File: src/hw/rtl/template_tag_tokenizer_defines.svh
// Assertion macros for the template tag tokenizer.
// Needs clk and rst_n in the scope where the macros are used.
`ifndef TEMPLATE_TAG_TOKENIZER_DEFINES_SVH
`define TEMPLATE_TAG_TOKENIZER_DEFINES_SVH
`ifndef SYNTH
// Same-cycle implication, disabled during reset.
`define TTT_ASSERT_IMP(lbl, ante, cons) \
    lbl: assert property (@(posedge clk) disable iff (!rst_n) (ante) |-> (cons)) \
        else $error("assertion failed");
// Next-cycle implication, disabled during reset.
`define TTT_ASSERT_NXT(lbl, ante, cons) \
    lbl: assert property (@(posedge clk) disable iff (!rst_n) (ante) |=> (cons)) \
        else $error("assertion failed");
`else
`define TTT_ASSERT_IMP(lbl, ante, cons)
`define TTT_ASSERT_NXT(lbl, ante, cons)
`endif
`endif

File: src/hw/rtl/ttt_pkg.sv
// Shared types, character codes and the sigil decoder for the tokenizer.
// No dependencies.
`default_nettype none
package ttt_pkg;

    typedef enum logic [1:0] {
        MODE_TEXT,
        MODE_AFTER_CLOSE,
        MODE_TYPE,
        MODE_BODY
    } mode_t;

    typedef enum logic [2:0] {
        KIND_TEXT,
        KIND_OPEN,
        KIND_BODY,
        KIND_CLOSE,
        KIND_END_OK,
        KIND_UNMATCHED
    } kind_t;

    typedef enum logic [3:0] {
        TAG_HTML,
        TAG_RAW,
        TAG_URL,
        TAG_SPACE,
        TAG_ASSERT,
        TAG_NOT,
        TAG_END,
        TAG_FOREACH,
        TAG_FORELSE,
        TAG_EXEC,
        TAG_INCLUDE,
        TAG_SUB
    } tag_t;

    localparam logic [7:0] CH_LBRACE  = 8'h7B;
    localparam logic [7:0] CH_RBRACE  = 8'h7D;
    localparam logic [7:0] CH_NEWLINE = 8'h0A;
    localparam logic [7:0] CH_AMP     = 8'h26;
    localparam logic [7:0] CH_PERCENT = 8'h25;
    localparam logic [7:0] CH_UNDER   = 8'h5F;
    localparam logic [7:0] CH_QUEST   = 8'h3F;
    localparam logic [7:0] CH_CARET   = 8'h5E;
    localparam logic [7:0] CH_SLASH   = 8'h2F;
    localparam logic [7:0] CH_HASH    = 8'h23;
    localparam logic [7:0] CH_TILDE   = 8'h7E;
    localparam logic [7:0] CH_BANG    = 8'h21;
    localparam logic [7:0] CH_LT      = 8'h3C;
    localparam logic [7:0] CH_GT      = 8'h3E;

    typedef struct packed {
        kind_t      kind;
        logic [7:0] data;
        tag_t       tag;
        logic       last;
    } token_t;

    typedef struct packed {
        logic   hit;
        tag_t   tag;
    } sigil_t;

    // Step result: up to two tokens plus the next scanner state.
    typedef struct packed {
        logic [1:0] count;
        token_t     first;
        token_t     second;
        mode_t      mode;
        logic       pending;
    } step_t;

    function automatic sigil_t decode_sigil(input logic [7:0] b);
        sigil_t s;
        s.hit = 1'b1;
        case (b)
            CH_AMP:     s.tag = TAG_RAW;
            CH_PERCENT: s.tag = TAG_URL;
            CH_UNDER:   s.tag = TAG_SPACE;
            CH_QUEST:   s.tag = TAG_ASSERT;
            CH_CARET:   s.tag = TAG_NOT;
            CH_SLASH:   s.tag = TAG_END;
            CH_HASH:    s.tag = TAG_FOREACH;
            CH_TILDE:   s.tag = TAG_FORELSE;
            CH_BANG:    s.tag = TAG_EXEC;
            CH_LT:      s.tag = TAG_INCLUDE;
            CH_GT:      s.tag = TAG_SUB;
            default:
            begin
                s.hit = 1'b0;
                s.tag = TAG_HTML;
            end
        endcase
        return s;
    endfunction

    function automatic token_t make_token(input kind_t k, input logic [7:0] d, input tag_t t);
        token_t r;
        r.kind = k;
        r.data = d;
        r.tag  = t;
        r.last = 1'b0;
        return r;
    endfunction

endpackage
`default_nettype wire

File: src/hw/rtl/ttt_step.sv
// Combinational scanner step: one item and the current state in, up to
// two tokens and the next state out. Depends on ttt_pkg.
`default_nettype none
module ttt_step (
    input  wire logic          operation,
    input  wire logic [7:0]    in_byte,
    input  wire ttt_pkg::mode_t mode,
    input  wire logic          pending,
    output ttt_pkg::step_t     step
);
    import ttt_pkg::*;

    sigil_t sig;
    token_t t0;
    token_t t1;
    logic [1:0] cnt;
    mode_t mode_next;
    logic pend_next;

    assign sig = decode_sigil(in_byte);

    always_comb
    begin
        t0        = make_token(KIND_TEXT, 8'h00, TAG_HTML);
        t1        = make_token(KIND_TEXT, 8'h00, TAG_HTML);
        cnt       = 2'd0;
        mode_next = mode;
        pend_next = pending;
        if (operation)
        begin
            mode_next = MODE_TEXT;
            pend_next = 1'b0;
            if (mode == MODE_TEXT || mode == MODE_AFTER_CLOSE)
            begin
                if (pending)
                begin
                    t0  = make_token(KIND_TEXT, CH_LBRACE, TAG_HTML);
                    t1  = make_token(KIND_END_OK, 8'h00, TAG_HTML);
                    cnt = 2'd2;
                end
                else
                begin
                    t0  = make_token(KIND_END_OK, 8'h00, TAG_HTML);
                    cnt = 2'd1;
                end
            end
            else if (mode == MODE_BODY && pending)
            begin
                t0  = make_token(KIND_BODY, CH_RBRACE, TAG_HTML);
                t1  = make_token(KIND_UNMATCHED, 8'h00, TAG_HTML);
                cnt = 2'd2;
            end
            else
            begin
                t0  = make_token(KIND_UNMATCHED, 8'h00, TAG_HTML);
                cnt = 2'd1;
            end
        end
        else
        begin
            case (mode)
                MODE_AFTER_CLOSE, MODE_TEXT:
                begin
                    mode_next = MODE_TEXT;
                    pend_next = 1'b0;
                    if (mode == MODE_AFTER_CLOSE && in_byte == CH_NEWLINE)
                    begin
                        // drop the newline right after a close
                        cnt = 2'd0;
                    end
                    else if (mode == MODE_TEXT && pending)
                    begin
                        if (in_byte == CH_LBRACE)
                        begin
                            mode_next = MODE_TYPE;
                        end
                        else
                        begin
                            t0  = make_token(KIND_TEXT, CH_LBRACE, TAG_HTML);
                            t1  = make_token(KIND_TEXT, in_byte, TAG_HTML);
                            cnt = 2'd2;
                        end
                    end
                    else if (in_byte == CH_LBRACE)
                    begin
                        pend_next = 1'b1;
                    end
                    else
                    begin
                        t0  = make_token(KIND_TEXT, in_byte, TAG_HTML);
                        cnt = 2'd1;
                    end
                end
                MODE_TYPE:
                begin
                    mode_next = MODE_BODY;
                    pend_next = 1'b0;
                    cnt       = 2'd1;
                    if (sig.hit)
                    begin
                        t0 = make_token(KIND_OPEN, 8'h00, sig.tag);
                    end
                    else
                    begin
                        t0 = make_token(KIND_OPEN, 8'h00, TAG_HTML);
                        if (in_byte == CH_RBRACE)
                        begin
                            pend_next = 1'b1;
                        end
                        else
                        begin
                            t1  = make_token(KIND_BODY, in_byte, TAG_HTML);
                            cnt = 2'd2;
                        end
                    end
                end
                default:
                begin
                    if (pending)
                    begin
                        pend_next = 1'b0;
                        if (in_byte == CH_RBRACE)
                        begin
                            mode_next = MODE_AFTER_CLOSE;
                            t0        = make_token(KIND_CLOSE, 8'h00, TAG_HTML);
                            cnt       = 2'd1;
                        end
                        else
                        begin
                            t0  = make_token(KIND_BODY, CH_RBRACE, TAG_HTML);
                            t1  = make_token(KIND_BODY, in_byte, TAG_HTML);
                            cnt = 2'd2;
                        end
                    end
                    else if (in_byte == CH_RBRACE)
                    begin
                        pend_next = 1'b1;
                    end
                    else
                    begin
                        t0  = make_token(KIND_BODY, in_byte, TAG_HTML);
                        cnt = 2'd1;
                    end
                end
            endcase
        end
        t0.last = (cnt == 2'd1);
        t1.last = 1'b1;
    end

    assign step.count   = cnt;
    assign step.first   = t0;
    assign step.second  = t1;
    assign step.mode    = mode_next;
    assign step.pending = pend_next;

endmodule
`default_nettype wire

File: src/hw/rtl/template_tag_tokenizer.sv
// Template tag tokenizer: input register, one step of scanner logic, and a
// two-slot result buffer that hands out one token per cycle while out_stall
// is low. Throughput while out_stall is low: 1 item per cycle for items of
// up to one token; an item with two tokens holds off the next item until
// its first token has left; the one-token-per-cycle output sets this.
// Reset: scanner in text mode, nothing pending, buffers empty.
`default_nettype none
`include "template_tag_tokenizer_defines.svh"
module template_tag_tokenizer (
    input  wire logic        clk,
    input  wire logic        rst_n,
    input  wire logic        in_valid,
    output logic             in_stall,
    input  wire logic        operation,
    input  wire logic [7:0]  in_byte,
    output logic             out_valid,
    input  wire logic        out_stall,
    output logic [2:0]       token_kind,
    output logic [7:0]       out_byte,
    output logic [3:0]       tag_type,
    output logic             last_of_run
);
    import ttt_pkg::*;

    logic       item_valid_reg;
    logic       item_op_reg;
    logic [7:0] item_byte_reg;

    mode_t      mode_reg;
    logic       pending_reg;

    token_t     head_reg;
    token_t     tail_reg;
    logic [1:0] count_reg;

    step_t      step;
    logic       pop;
    logic       process;

    ttt_step u_step (
        .operation (item_op_reg),
        .in_byte   (item_byte_reg),
        .mode      (mode_reg),
        .pending   (pending_reg),
        .step      (step)
    );

    assign out_valid = (count_reg != 2'd0);
    assign pop       = out_valid && !out_stall;
    // run the step once the buffer is empty or drains this cycle
    assign process   = item_valid_reg &&
                       (count_reg == 2'd0 || (count_reg == 2'd1 && pop));
    assign in_stall  = item_valid_reg && !process;

    always_ff @(posedge clk or negedge rst_n)
    begin
        if (!rst_n)
        begin
            item_valid_reg <= 1'b0;
        end
        else if (!in_stall)
        begin
            item_valid_reg <= in_valid;
        end
    end

    always_ff @(posedge clk)
    begin
        if (!in_stall && in_valid)
        begin
            item_op_reg   <= operation;
            item_byte_reg <= in_byte;
        end
    end

    always_ff @(posedge clk or negedge rst_n)
    begin
        if (!rst_n)
        begin
            mode_reg    <= MODE_TEXT;
            pending_reg <= 1'b0;
            count_reg   <= 2'd0;
        end
        else if (process)
        begin
            mode_reg    <= step.mode;
            pending_reg <= step.pending;
            count_reg   <= step.count;
        end
        else if (pop)
        begin
            count_reg <= count_reg - 2'd1;
        end
    end

    always_ff @(posedge clk)
    begin
        if (process)
        begin
            head_reg <= step.first;
            tail_reg <= step.second;
        end
        else if (pop)
        begin
            head_reg <= tail_reg;
        end
    end

    assign token_kind  = head_reg.kind;
    assign out_byte    = head_reg.data;
    assign tag_type    = head_reg.tag;
    assign last_of_run = head_reg.last;

    `TTT_ASSERT_IMP(a_count_range, 1'b1, count_reg != 2'd3)
    `TTT_ASSERT_IMP(a_single_is_last, count_reg == 2'd1, head_reg.last)
    `TTT_ASSERT_IMP(a_pending_mode, pending_reg, mode_reg == MODE_TEXT || mode_reg == MODE_BODY)
    `TTT_ASSERT_NXT(a_pair_drains, count_reg == 2'd2 && pop, count_reg == 2'd1)

endmodule
`default_nettype wire

File: config.mk
export PLATFORM = sky130hd
export DESIGN_NAME = template_tag_tokenizer
export DESIGN_NICKNAME = d
export VERILOG_FILES = /design/src/hw/rtl/ttt_pkg.sv /design/src/hw/rtl/ttt_step.sv /design/src/hw/rtl/template_tag_tokenizer.sv
export VERILOG_INCLUDE_DIRS = /design/src /design/src/hw/rtl
export SDC_FILE = /design/constraint.sdc
export NUM_CORES = 1
export LEC_CHECK = 0
export ABC_CLOCK_PERIOD_IN_PS = 3600
export CORE_UTILIZATION = 40
export CTS_CLUSTER_SIZE = 14
export DETAILED_ROUTE_END_ITERATION = 7
export DONT_BUFFER_PORTS = 1
export GPL_ROUTABILITY_DRIVEN = 0
export GPL_TIMING_DRIVEN = 0
export SYNTH_ARGS = -nofsm -noshare
export SYNTH_HDL_FRONTEND = slang
export SYNTH_SLANG_ARGS = --single-unit
File: constraint.sdc
create_clock -name clk -period 3.6 [get_ports clk]
set_input_delay 0.18 -clock clk [delete_from_list [all_inputs] [get_ports clk]]
set_output_delay 0.18 -clock clk [all_outputs]
set_load 0.02 [all_outputs]
Word-level counts from Yosys, hierarchy flattened
Index checks and enable logic that the tools add are counted.
{"block": "word_totals", "reg_bits": 46, "output_inout_bits": 18, "word_cells": 111}
{"block": "classes", "add_sub_neg": 1, "reduce_logical": 22, "eq_ne": 19, "mux": 56}
{"cell": "$mux 16", "n": 15}
{"cell": "$eq 8x6->1 const B", "n": 8}
{"cell": "$pmux 16 s2", "n": 2}
{"cell": "$mux 15", "n": 3}
{"cell": "$pmux 4 s11", "n": 1}
{"cell": "$eq 8x7->1 const B", "n": 5}
{"cell": "$mux 2", "n": 18}
{"cell": "$mux 14", "n": 1}
{"cell": "$mux 13", "n": 1}
{"cell": "$mux 12", "n": 1}
{"cell": "$reduce_or 11->1", "n": 1}
{"cell": "$mux 1", "n": 10}
{"cell": "$eq 8x4->1 const B", "n": 1}
{"cell": "$logic_and 1x1->1", "n": 8}
{"cell": "$pmux 2 s2", "n": 2}
{"cell": "$reduce_bool 4->1", "n": 2}
{"cell": "$eq 2x1->1 const B", "n": 3}
{"cell": "$mux 5", "n": 1}
{"cell": "$eq 2x2->1 const B", "n": 2}
{"cell": "$logic_not 2->1", "n": 2}
{"cell": "$reduce_bool 2->1", "n": 2}
{"cell": "$logic_not 1->1", "n": 3}
{"cell": "$reduce_and 3->1", "n": 1}
{"cell": "$logic_or 1x1->1", "n": 2}
{"cell": "3 further kinds", "n": 3}

Depth between registers and ports, before layout
Gate-level depths: netlist of run 1.
{"block": "depth", "word_depth": 9, "ltp_mapped": 9, "mapped_depth_nobuf": 8}

Hierarchy
A second synthesis of run 1 with hierarchy kept.
{"block": "hier_totals", "hier_cells": 242, "hier_area_um2": 2735.1}
{"mod": "template_tag_tokenizer", "cells_each": 86, "n_inst": 1, "area_per_inst_um2": 1765.4, "seq_area_each_um2": 1381.3}
{"mod": "ttt_step", "cells_each": 156, "n_inst": 1, "area_per_inst_um2": 969.7, "seq_area_each_um2": 0.0}

Worst setup path after synthesis of run 1
OpenSTA, ideal clock, no wires.
{"block": "synth_path", "path_kind": "reg2reg", "startpoint": "register count_reg[0]", "endpoint": "register head_reg (netlist bit out_byte[5]), data pin", "required_time_ps": 3339, "arrival_time_ps": 2100, "synth_period_minus_slack_ps": 2362, "stages_incl_launch_ff": 8, "path_buffers": 0, "setup_slack_ps": 1238, "setup_ps": 261, "cell_sequence": "dfrtp_1 > ha_1 > nor2b_1 > o21ai_2 > clkinv_1 > nand2_1 > a21oi_1 > a221o_2"}
{"block": "synth_between", "elab_chain_len": 6}
{"element": "start, declared", "line_no": "template_tag_tokenizer.sv:34", "rtl": "logic [1:0] count_reg;"}
{"element": "start signal, assigned", "line_no": "template_tag_tokenizer.sv:88", "rtl": "count_reg <= step.count;"}
{"element": "start signal, assigned", "line_no": "template_tag_tokenizer.sv:92", "rtl": "count_reg <= count_reg - 2'd1;"}
{"element": "$reduce_bool 2->1", "line_no": "template_tag_tokenizer.sv:48", "rtl": "assign out_valid = (count_reg != 2'd0);"}
{"element": "$logic_and 1x1->1", "line_no": "template_tag_tokenizer.sv:49", "rtl": "assign pop = out_valid && !out_stall;"}
{"element": "$logic_and 1x1->1", "line_no": "template_tag_tokenizer.sv:52", "rtl": "(count_reg == 2'd0 || (count_reg == 2'd1 && pop));"}
{"element": "$logic_or 1x1->1 *", "line_no": "template_tag_tokenizer.sv:52"}
{"element": "$logic_and 1x1->1 *", "line_no": "template_tag_tokenizer.sv:51", "rtl": "assign process = item_valid_reg &&"}
{"element": "named net process", "line_no": "template_tag_tokenizer.sv:38", "rtl": "logic process;"}
{"element": "$mux 16 *", "line_no": "template_tag_tokenizer.sv:98", "rtl": "if (process)"}
{"element": "end signal, assigned", "line_no": "template_tag_tokenizer.sv:100", "rtl": "head_reg <= step.first;"}
{"element": "end signal, assigned", "line_no": "template_tag_tokenizer.sv:105", "rtl": "head_reg <= tail_reg;"}
{"element": "end, declared", "line_no": "template_tag_tokenizer.sv:32", "rtl": "token_t head_reg;"}
The timed path passes the listed nets; every way through them passes the cells marked *.
A chain may end at the register's enable or synchronous reset.

Final worst setup path of run 1
Ends and elaborated chain as after synthesis.

==> impl_metrics.json, run 1 <==
{
  "power.internal_mw": 1.178,
  "leakage_nw": 0.9776,
  "postCtsSetupBuffers": 0,
  "layout.nets": 266,
  "grt_pass1_vias": 1771,
  "hp-class": "in -> async",
  "num_io_pins": 31,
  "grt_pass1_wl_mm": 8.349,
  "holdWs_ns": 0.1848,
  "diodes": 0,
  "clock_path_buffers": 2,
  "tightest_slew_ns": 0.7344,
  "routedWlPerCell_um": 16.00,
  "finalInstanceArea_mm2": 0.002700,
  "drv_slew": 0,
  "drt_pre_antenna_iters": 5,
  "die_h_um": 79.32,
  "netSwitchingFraction_pct": 38.01,
  "worstPathRequired_ns": 3.65,
  "synth_top_cell_area_share_pct": 45.21,
  "initial_core_util_pct": 42.38,
  "yosys.cell_types.count": 56,
  "peakVddDrop_uv": 278.2,
  "seq_area_frac_synth_pct": 51.49,
  "antenna_found_initial": 0,
  "cts_sinks": 42,
  "cap_viol_max_count": 0,
  "hold_viol": 0,
  "portBuffers": 0,
  "avgSynthCellArea_um2": 10.44,
  "clk_latency_ns": 0.30,
  "dieWidth_um": 79.32,
  "setup_viol": 0,
  "synth_cells": 229,
  "cts_root_buffer": "clkbuf_8",
  "drt-initial-drc-count": 170,
  "fin_setup_tns_ns": 0,
  "drive_gt1_share_pct": 11.29,
  "dpl-instance-area_mm2": 0.002481,
  "clkPwrFrac_pct": 19.1,
  "dp_hpwl_mm": 3.718,
  "grt_max_degree": 20,
  "finalCritPeriodShare_pct": 83.50,
  "synth_area_leaders": "edfxtp_1, dfrtp_1, nand2_1",
  "final_common_cell": "edfxtp_1",
  "relSlewSlack_pct": 51.04,
  "yosys_most_used_dff": "edfxtp_1",
  "cts_resized": 0,
  "die-area_mm2": 0.006291,
  "drc": 0,
  "synth_area_mm2": 0.002391,
  "synth_edf_count": 36,
  "cts_hold_buf": 11,
  "rows": 27,
  "rsz0062_at_grt": "no",
  "critPathKind": "reg -> reg",
  "cts_tree": "built",
  "num_vias": 1890,
  "switching_power_mw": 0.7223,
  "path_max_fanout": 18,
  "combPwrFrac_pct": 30.5,
  "largest_reg_flops": 11,
  "powerDensity_mw_per_mm2": 703.8,
  "synthesis.nets": 248,
  "layout_min_cycle_time_ns": 3.006,
  "fmax_mhz": 332.7,
  "synth-seq-cells": 42,
  "h-tree-depth": 2,
  "clkTransAtPathRegs_ns": 0.08,
  "clock_skew_ns": 0.007167,
  "pwr-share-seq_pct": 50.5,
  "grt_usage_pct": 17.53,
  "critPathLaunchType": "flop",
  "async_reset_ff_share_pct": 14.29,
  "drtAntennaViolNets": 0,
  "worstPathArrival_ns": 3.06,
  "synth.largest_area_cell": "edfxtp_1",
  "routed_wl_mm": 5.121,
  "fillers": 523,
  "status": "finished, final reports clean",
  "viasPerCell": 5.906,
  "yosys_warnings": 0,
  "core_area_mm2": 0.005642,
  "final_cell_mix": "edfxtp_1, nand2_1, nor2_1, o21ai_0, inv_1",
  "numCtsBuffers": 5,
  "areaGrowthSynthToFinish_pct": 12.93,
  "end_kind": "flop",
  "overflow": 0
}
cell families after synthesis:
family / share of synthesized area, %
AND/OR/NAND/NOR: 20.41
adder cells (fa/ha/maj): 3.140
AO/OA/AOI/OAI: 20.10
flip-flops: 51.49
buffers and inverters: 4.866
critical path, stage by stage (launching register included):
cell and delay, ns:
dfrtp_1 0.42, ha_1 0.20, nor2b_1 0.14, o21ai_2 0.40
clkinv_1 0.64, nand2_1 0.42, a21oi_1 0.17, a221o_2 0.36
power groups by stage:
stage | Sequential, mW | Clock, mW | Combinational [mW]
2_1_floorplan | 0.947 | 0 | 0.443
3_3_place_gp | 0.968 | 0 | 0.567
3_5_place_dp | 0.971 | 0 | 0.569
4_1_cts | 0.960 | 0.372 | 0.581
5_1_grt | 0.981 | 0.386 | 0.647
6_report | 0.959 | 0.363 | 0.579
cell type report:
class | count | area [um^2] | area share [%]
plain buffers | 13 | 63.81 | 2.363
clock buffers | 5 | 68.82 | 2.549
clock inverters | 3 | 40.04 | 1.483
inverters | 14 | 52.55 | 1.946
multi-input cells | 160 | 1044 | 38.65
flip-flops and latches | 42 | 1231 | 45.60
well taps | 72 | 90.09 | 3.336
repair buffers | 11 | 110.1 | 4.078
synth_stat cells, types with 2 or more instances:
| cell | number |
|---|---|
| edfxtp_1 | 36 |
| nand2_1 | 25 |
| nor2_1 | 18 |
| o21ai_0 | 14 |
| inv_1 | 13 |
| a21oi_1 | 12 |
| nor3_1 | 8 |
| clkbuf_1 | 6 |
| dfrtp_1 | 6 |
| ha_1 | 6 |
| nand2b_1 | 6 |
| nor2b_1 | 6 |
| buf_2 | 5 |
| a221o_1 | 4 |
| nand3_1 | 4 |
| nor3b_1 | 4 |
| a311oi_1 | 3 |
| a31oi_1 | 3 |
| and2_1 | 3 |
| nor4_1 | 3 |
| or3_1 | 3 |
| a21o_1 | 2 |
| a32oi_1 | 2 |
| nand4_1 | 2 |
| o21a_1 | 2 |
| o22ai_1 | 2 |
| or2_2 | 2 |
routing by layer:
layer  part of all wire, %  GRT usage (%)
met1                    48          22.62
met2                    44          28.02
met3                   4.5          3.563
met4                   3.3          8.364
met5                     0              0
stage by stage:
| step | std cells | worst slack [ns] | power [mW] | utilization, % |
|---|---|---|---|---|
| floorplan | 229 | 1.238 | 1.389 | - |
| global placement | 301 | 0.5533 | 1.535 | 43.98 |
| detailed placement | 301 | 0.5787 | 1.540 | 43.98 |
| CTS | 320 | 0.5671 | 1.913 | 47.86 |
| global route | 320 | 0.3855 | 2.014 | 47.86 |
| finish | 320 | 0.5940 | 1.900 | 47.86 |
path summary, 6_finish.rpt:
kind / end / depth (start not counted) / start / slack, ns
max in group asynchronous: mode_reg[0] / 1 / rst_n / 3.21
worst max-delay path: out_byte[5] / 7 / count_reg[0] / 0.59
worst max register to register: out_byte[5] / 7 / count_reg[0] / 0.59
worst min register to register: token_kind[1] / 2 / tail_reg[14] / 0.53
min in group clk: item_valid_reg / 4 / out_stall / 0.20
worst min-delay path: item_valid_reg / 1 / rst_n / 0.18
No activity file was read; power rests on OpenSTA's default activity.
==> run 2: changes to the inputs <==
--- a/config.mk
+++ b/config.mk
@@ -6,7 +6,7 @@
 export SDC_FILE = /design/constraint.sdc
 export NUM_CORES = 1
 export LEC_CHECK = 0
-export ABC_CLOCK_PERIOD_IN_PS = 3600
+export ABC_CLOCK_PERIOD_IN_PS = 3060
 export CORE_UTILIZATION = 40
 export CTS_CLUSTER_SIZE = 14
 export DETAILED_ROUTE_END_ITERATION = 7
==> constraint.sdc (replaced) <==
create_clock -name clk -period 3.06 [get_ports clk]
set_input_delay 0.153 -clock clk [delete_from_list [all_inputs] [get_ports clk]]
set_output_delay 0.153 -clock clk [all_outputs]
set_load 0.02 [all_outputs]
==> run 2 against run 1 <==
  * Sequential power rose by 18%
  * Clock-buffer cell count stayed put
  * Sequential cell count stayed put
  * Maximum frequency rose by 6.2%
  * Largest cell class unchanged
  * Largest power group unchanged
  * Highest routed layer unchanged
==> impl_metrics.json, run 2 (synthesis gave the netlist of run 1 again) <==
{
  "clock_skew_ns": 0.007127,
  "drt_pre_antenna_iters": 5,
  "fillers": 523,
  "cp_slowest_stage_delay_ns": 0.52,
  "path_delay_family": "compound AO/OA/AOI/OAI gates",
  "setup_viol": 0,
  "drive_gt1_share_pct": 11.69,
  "endpoint": "out_byte[5]",
  "num_io_pins": 31,
  "cp-startpoint": "count_reg[0]",
  "worstPathCellList": "ha_1, nor2b_1, o21ai_2, clkinvlp_4, nand2_1, a21oi_1, a221o_2",
  "drv_slew": 0,
  "cp.depth": 7,
  "fmax_mhz": 353.2,
  "h-tree-depth": 2,
  "areaGrowthSynthToFinish_pct": 13.08,
  "drc": 0,
  "place_inst": 301,
  "initial_core_util_pct": 42.38,
  "die_h_um": 79.32,
  "regToRegEndpoint": "out_byte[5]",
  "crit_slowest_cell": "clkinvlp_4",
  "finalCritPeriodShare_pct": 92.53,
  "layout_min_cycle_time_ns": 2.831,
  "powerDensity_mw_per_mm2": 829.7,
  "fin_setup_tns_ns": 0,
  "r2r_slack_ns": 0.23,
  "routedWlPerCell_um": 16.01,
  "antenna_found_initial": 0,
  "critPathLaunchType": "flop",
  "dieWidth_um": 79.32,
  "rows": 27,
  "numCtsBuffers": 5,
  "cap_viol_max_count": 0,
  "die-area_mm2": 0.006291,
  "num_vias": 1885,
  "clkTransAtPathRegs_ns": 0.08,
  "path_max_fanout": 18,
  "postCtsSetupBuffers": 0,
  "clk_latency_ns": 0.29,
  "hold_viol": 0,
  "leakage_nw": 0.9756,
  "grt_max_degree": 20,
  "critPathKind": "reg -> reg",
  "overflow": 0,
  "final_cell_mix": "edfxtp_1, nand2_1, nor2_1, o21ai_0, inv_1",
  "drtAntennaViolNets": 0,
  "cts_sinks": 42,
  "final_common_cell": "edfxtp_1",
  "grt_usage_pct": 17.53,
  "status": "finished, final reports clean",
  "layout.nets": 266,
  "end_kind": "flop",
  "hp-class": "in -> async",
  "finalNonFillerCells": 320,
  "grt_pass1_wl_mm": 8.349,
  "clock_path_buffers": 2,
  "relSlewSlack_pct": 50.86,
  "grt_pass1_vias": 1771,
  "dp_hpwl_mm": 3.718,
  "reg2reg_depth": 7,
  "core_area_mm2": 0.005642,
  "timing.rr.start": "count_reg[0]",
  "drt-initial-drc-count": 170,
  "worstPathRequired_ns": 3.11,
  "cts_tree": "built",
  "tightest_slew_ns": 0.7371,
  "portBuffers": 0,
  "cts_root_buffer": "clkbuf_8",
  "viasPerCell": 5.891,
  "peakVddDrop_uv": 328.5,
  "largest_reg_flops": 11,
  "diodes": 0,
  "routed_wl_mm": 5.124,
  "rsz0062_at_grt": "no",
  "path_buf_inv": 1,
  "worstPathArrival_ns": 2.88
}
## run 2: stage by stage
step	total power, mW	hold WS [ns]	instance area (um^2)	util [%]	setup WS [ns]
floorplan	1.635	-0.1426	2391	-	0.6983
finish	2.243	0.1594	2704	47.93	0.2285
detailed placement	1.812	-0.1424	2481	43.98	0.03867
CTS	2.251	0.1604	2700	47.86	0.02710
global placement	1.806	-0.1425	2481	43.98	0.01330
global route	2.374	0.1748	2704	47.93	0.04912
## run 2: how the worst min path moves through the flow
stage / startpoint / endpoint / slack, ns / depth (start not counted)
final: rst_n / item_valid_reg / 0.16 / 1
after global routing: rst_n / item_valid_reg / 0.17 / 1
after CTS: rst_n / item_valid_reg / 0.16 / 1
after detailed placement: rst_n / item_valid_reg / -0.14 / 0
after global placement: rst_n / item_valid_reg / -0.14 / 0
after floorplan: rst_n / count_reg[0] / -0.14 / 0
## run 2: metal layers
layer / global-route usage [%] / share of wire [%]
met5: 0 / 0
met4: 8.364 / 2.4
met3: 3.563 / 4.7
met2: 28.02 / 45
met1: 22.62 / 48
## run 2: timing repair
item                                    CTS  global route
endpoints found under the setup margin    0             5
hold buffers                             11             0
hold endpoints to repair                 16             0
resized for setup                         0             1
## run 2: final cells by class
cell class / instances / area [um^2] / share of cell area, %
Timing Repair Buffer: 11 / 110.1 / 4.072
Clock inverter: 3 / 40.04 / 1.481
Buffer: 13 / 63.81 / 2.360
Tap cell: 72 / 90.09 / 3.332
Inverter: 14 / 56.30 / 2.082
Clock buffer: 5 / 68.82 / 2.545
Sequential cell: 42 / 1231 / 45.53
Multi-Input combinational cell: 160 / 1044 / 38.59
## run 2: power breakdown
part	leakage (nW)	switching (mW)	internal [mW]
sequential	0.426	0.209	0.918
clock	0.0579	0.188	0.240
combinational	0.492	0.459	0.230
total	0.976	0.856	1.39
==> run 3: changes to the inputs <==
--- a/config.mk
+++ b/config.mk
@@ -7,7 +7,7 @@
 export NUM_CORES = 1
 export LEC_CHECK = 0
 export ABC_CLOCK_PERIOD_IN_PS = 3060
-export CORE_UTILIZATION = 40
+export CORE_UTILIZATION = 30
 export CTS_CLUSTER_SIZE = 14
 export DETAILED_ROUTE_END_ITERATION = 7
 export DONT_BUFFER_PORTS = 1
==> run 3 against run 2 <==
  * Critical path depth unchanged
  * Hold slack worse by 0.0075 ns
  * Utilization down 12 points
==> impl_metrics.json, run 3 (synthesis gave the netlist of run 1 again) <==
{
  "powerDensity_mw_per_mm2": 829.4,
  "tightest_slew_ns": 0.7591,
  "die_h_um": 91.28,
  "rsz0062_at_grt": "no",
  "clkTransAtPathRegs_ns": 0.08,
  "finalCritPeriodShare_pct": 91.71,
  "pre_cts_ws_ns": 0.1170,
  "areaGrowthSynthToFinish_pct": 14.70,
  "layout_setup_ws_ns": 0.2537,
  "rows": 32,
  "fin_setup_tns_ns": 0,
  "layout.nets": 266,
  "drive_gt1_share_pct": 11.29,
  "initial_core_util_pct": 30.94,
  "routed_wl_mm": 5.566,
  "critPathLaunchType": "flop",
  "dieWidth_um": 91.28,
  "worstPathArrival_ns": 2.87,
  "dp_hpwl_mm": 4.003,
  "holdWs_ns": 0.1520,
  "worstPathRequired_ns": 3.12,
  "pwr-share-seq_pct": 49.9,
  "grt_max_degree": 20,
  "grt_pass1_vias": 1837,
  "end_kind": "flop",
  "h-tree-depth": 2,
  "clkPwrFrac_pct": 19.4,
  "layout_min_cycle_time_ns": 2.806,
  "fmax_mhz": 356.3,
  "grt_usage_pct": 14.42,
  "viasPerCell": 5.357,
  "path_max_fanout": 18,
  "clock_path_buffers": 2,
  "hold_viol": 0,
  "cts_sinks": 42,
  "num_io_pins": 31,
  "worstPathCellList": "ha_1, nor2b_1, o21ai_2, clkinvlp_4, nand2_1, a21oi_1, a221o_2",
  "drc": 0,
  "place_inst": 331,
  "relSlewSlack_pct": 49.39,
  "wl_met1_mm": 2.657,
  "overflow": 0,
  "clk_latency_ns": 0.30,
  "grt_pass1_wl_mm": 9.466,
  "clock_skew_ns": 0.007377,
  "cap_viol_max_count": 0,
  "netSwitchingFraction_pct": 38.81,
  "post-route-util_pct": 35.49,
  "setup_viol": 0,
  "diodes": 0,
  "antenna_found_initial": 0,
  "hp-class": "in -> async",
  "combPwrFrac_pct": 30.8,
  "drt_pre_antenna_iters": 4,
  "num_vias": 1875,
  "final_common_cell": "edfxtp_1",
  "numCtsBuffers": 5,
  "cts_root_buffer": "clkbuf_8",
  "final_cell_mix": "edfxtp_1, nand2_1, nor2_1, o21ai_0, inv_1",
  "finalNonFillerCells": 350,
  "crit_slowest_cell": "clkinvlp_4",
  "drt-initial-drc-count": 271,
  "switching_power_mw": 0.8830,
  "die-area_mm2": 0.008331,
  "drtAntennaViolNets": 0,
  "status": "finished, final reports clean",
  "cp_slowest_stage_delay_ns": 0.51,
  "largest_reg_flops": 11,
  "reg2reg_depth": 7,
  "leakage_nw": 0.9691,
  "wl_met3_um": 333,
  "core_area_mm2": 0.007727,
  "drv_slew": 0,
  "power.internal_mw": 1.392,
  "routedWlPerCell_um": 15.90,
  "portBuffers": 0,
  "cts_tree": "built",
  "critPathKind": "reg -> reg",
  "highest_layer": "met4",
  "wl_met2_mm": 2.484,
  "peakVddDrop_uv": 334.3
}
-- run 3: cell count changes in the layout (fill, tap and decap cells not counted), sizes merged --
cell	before	now
clkbuf	12	13
clkinv	2	0
clkinvlp	1	2
-- run 3: power groups by stage --
stage | Sequential (mW) | Combinational [mW] | Clock [mW]
2_1_floorplan | 1.11 | 0.521 | 0
3_3_place_gp | 1.14 | 0.674 | 0
3_5_place_dp | 1.15 | 0.679 | 0
4_1_cts | 1.14 | 0.696 | 0.452
5_1_grt | 1.15 | 0.791 | 0.477
6_report | 1.13 | 0.700 | 0.441
-- run 3: worst paths after layout --
check,from,endpoint,slack (ns)
worst max-delay path,count_reg[0],out_byte[5],0.25
worst min-delay path,rst_n,item_valid_reg,0.15
worst max register to register,count_reg[0],out_byte[5],0.25
worst min register to register,tail_reg[13],token_kind[0],0.53
max in group asynchronous,rst_n,mode_reg[1],2.70
min in group clk,out_stall,item_valid_reg,0.17
-- run 3: stage by stage --
step                total power [mW]  area, um^2
CTS                            2.285        2739
global route                   2.419        2743
finish                         2.275        2743
global placement               1.817        2519
detailed placement             1.829        2519
floorplan                      1.635        2391
-- run 3: worst max-delay path: cells and delay by family, from the launching register on --
kind	cells	cell delay, ns
fa+ha+maj	1	0.21
simple gates	2	0.46
flops	1	0.42
compound gates	3	0.97
buf+inv	1	0.51
-- run 3: timing repair --
action,in CTS,in global routing
endpoints found under the setup margin,0,5
hold buffers,11,0
setup buffers,0,0
hold endpoints to repair,16,0
resized for setup,0,1
-- run 3: final cells by class --
type,count,area [um^2]
multi-input combinational,160,1044
fill,785,4985
sequential,42,1231
inverter,14,56.30
clock buffer,6,72.57
clock inverter,2,37.54
timing repair buffer,11,110.1
buffer,13,63.81
tap,102,127.6
-- run 3: routing by layer --
metal / vias to the layer above / GRT usage (%)
met5: - / 0
met3: 9 / 2.848
met4: 0 / 4.630
met1: 885 / 20.50
met2: 81 / 21.97
li1: 900 / -
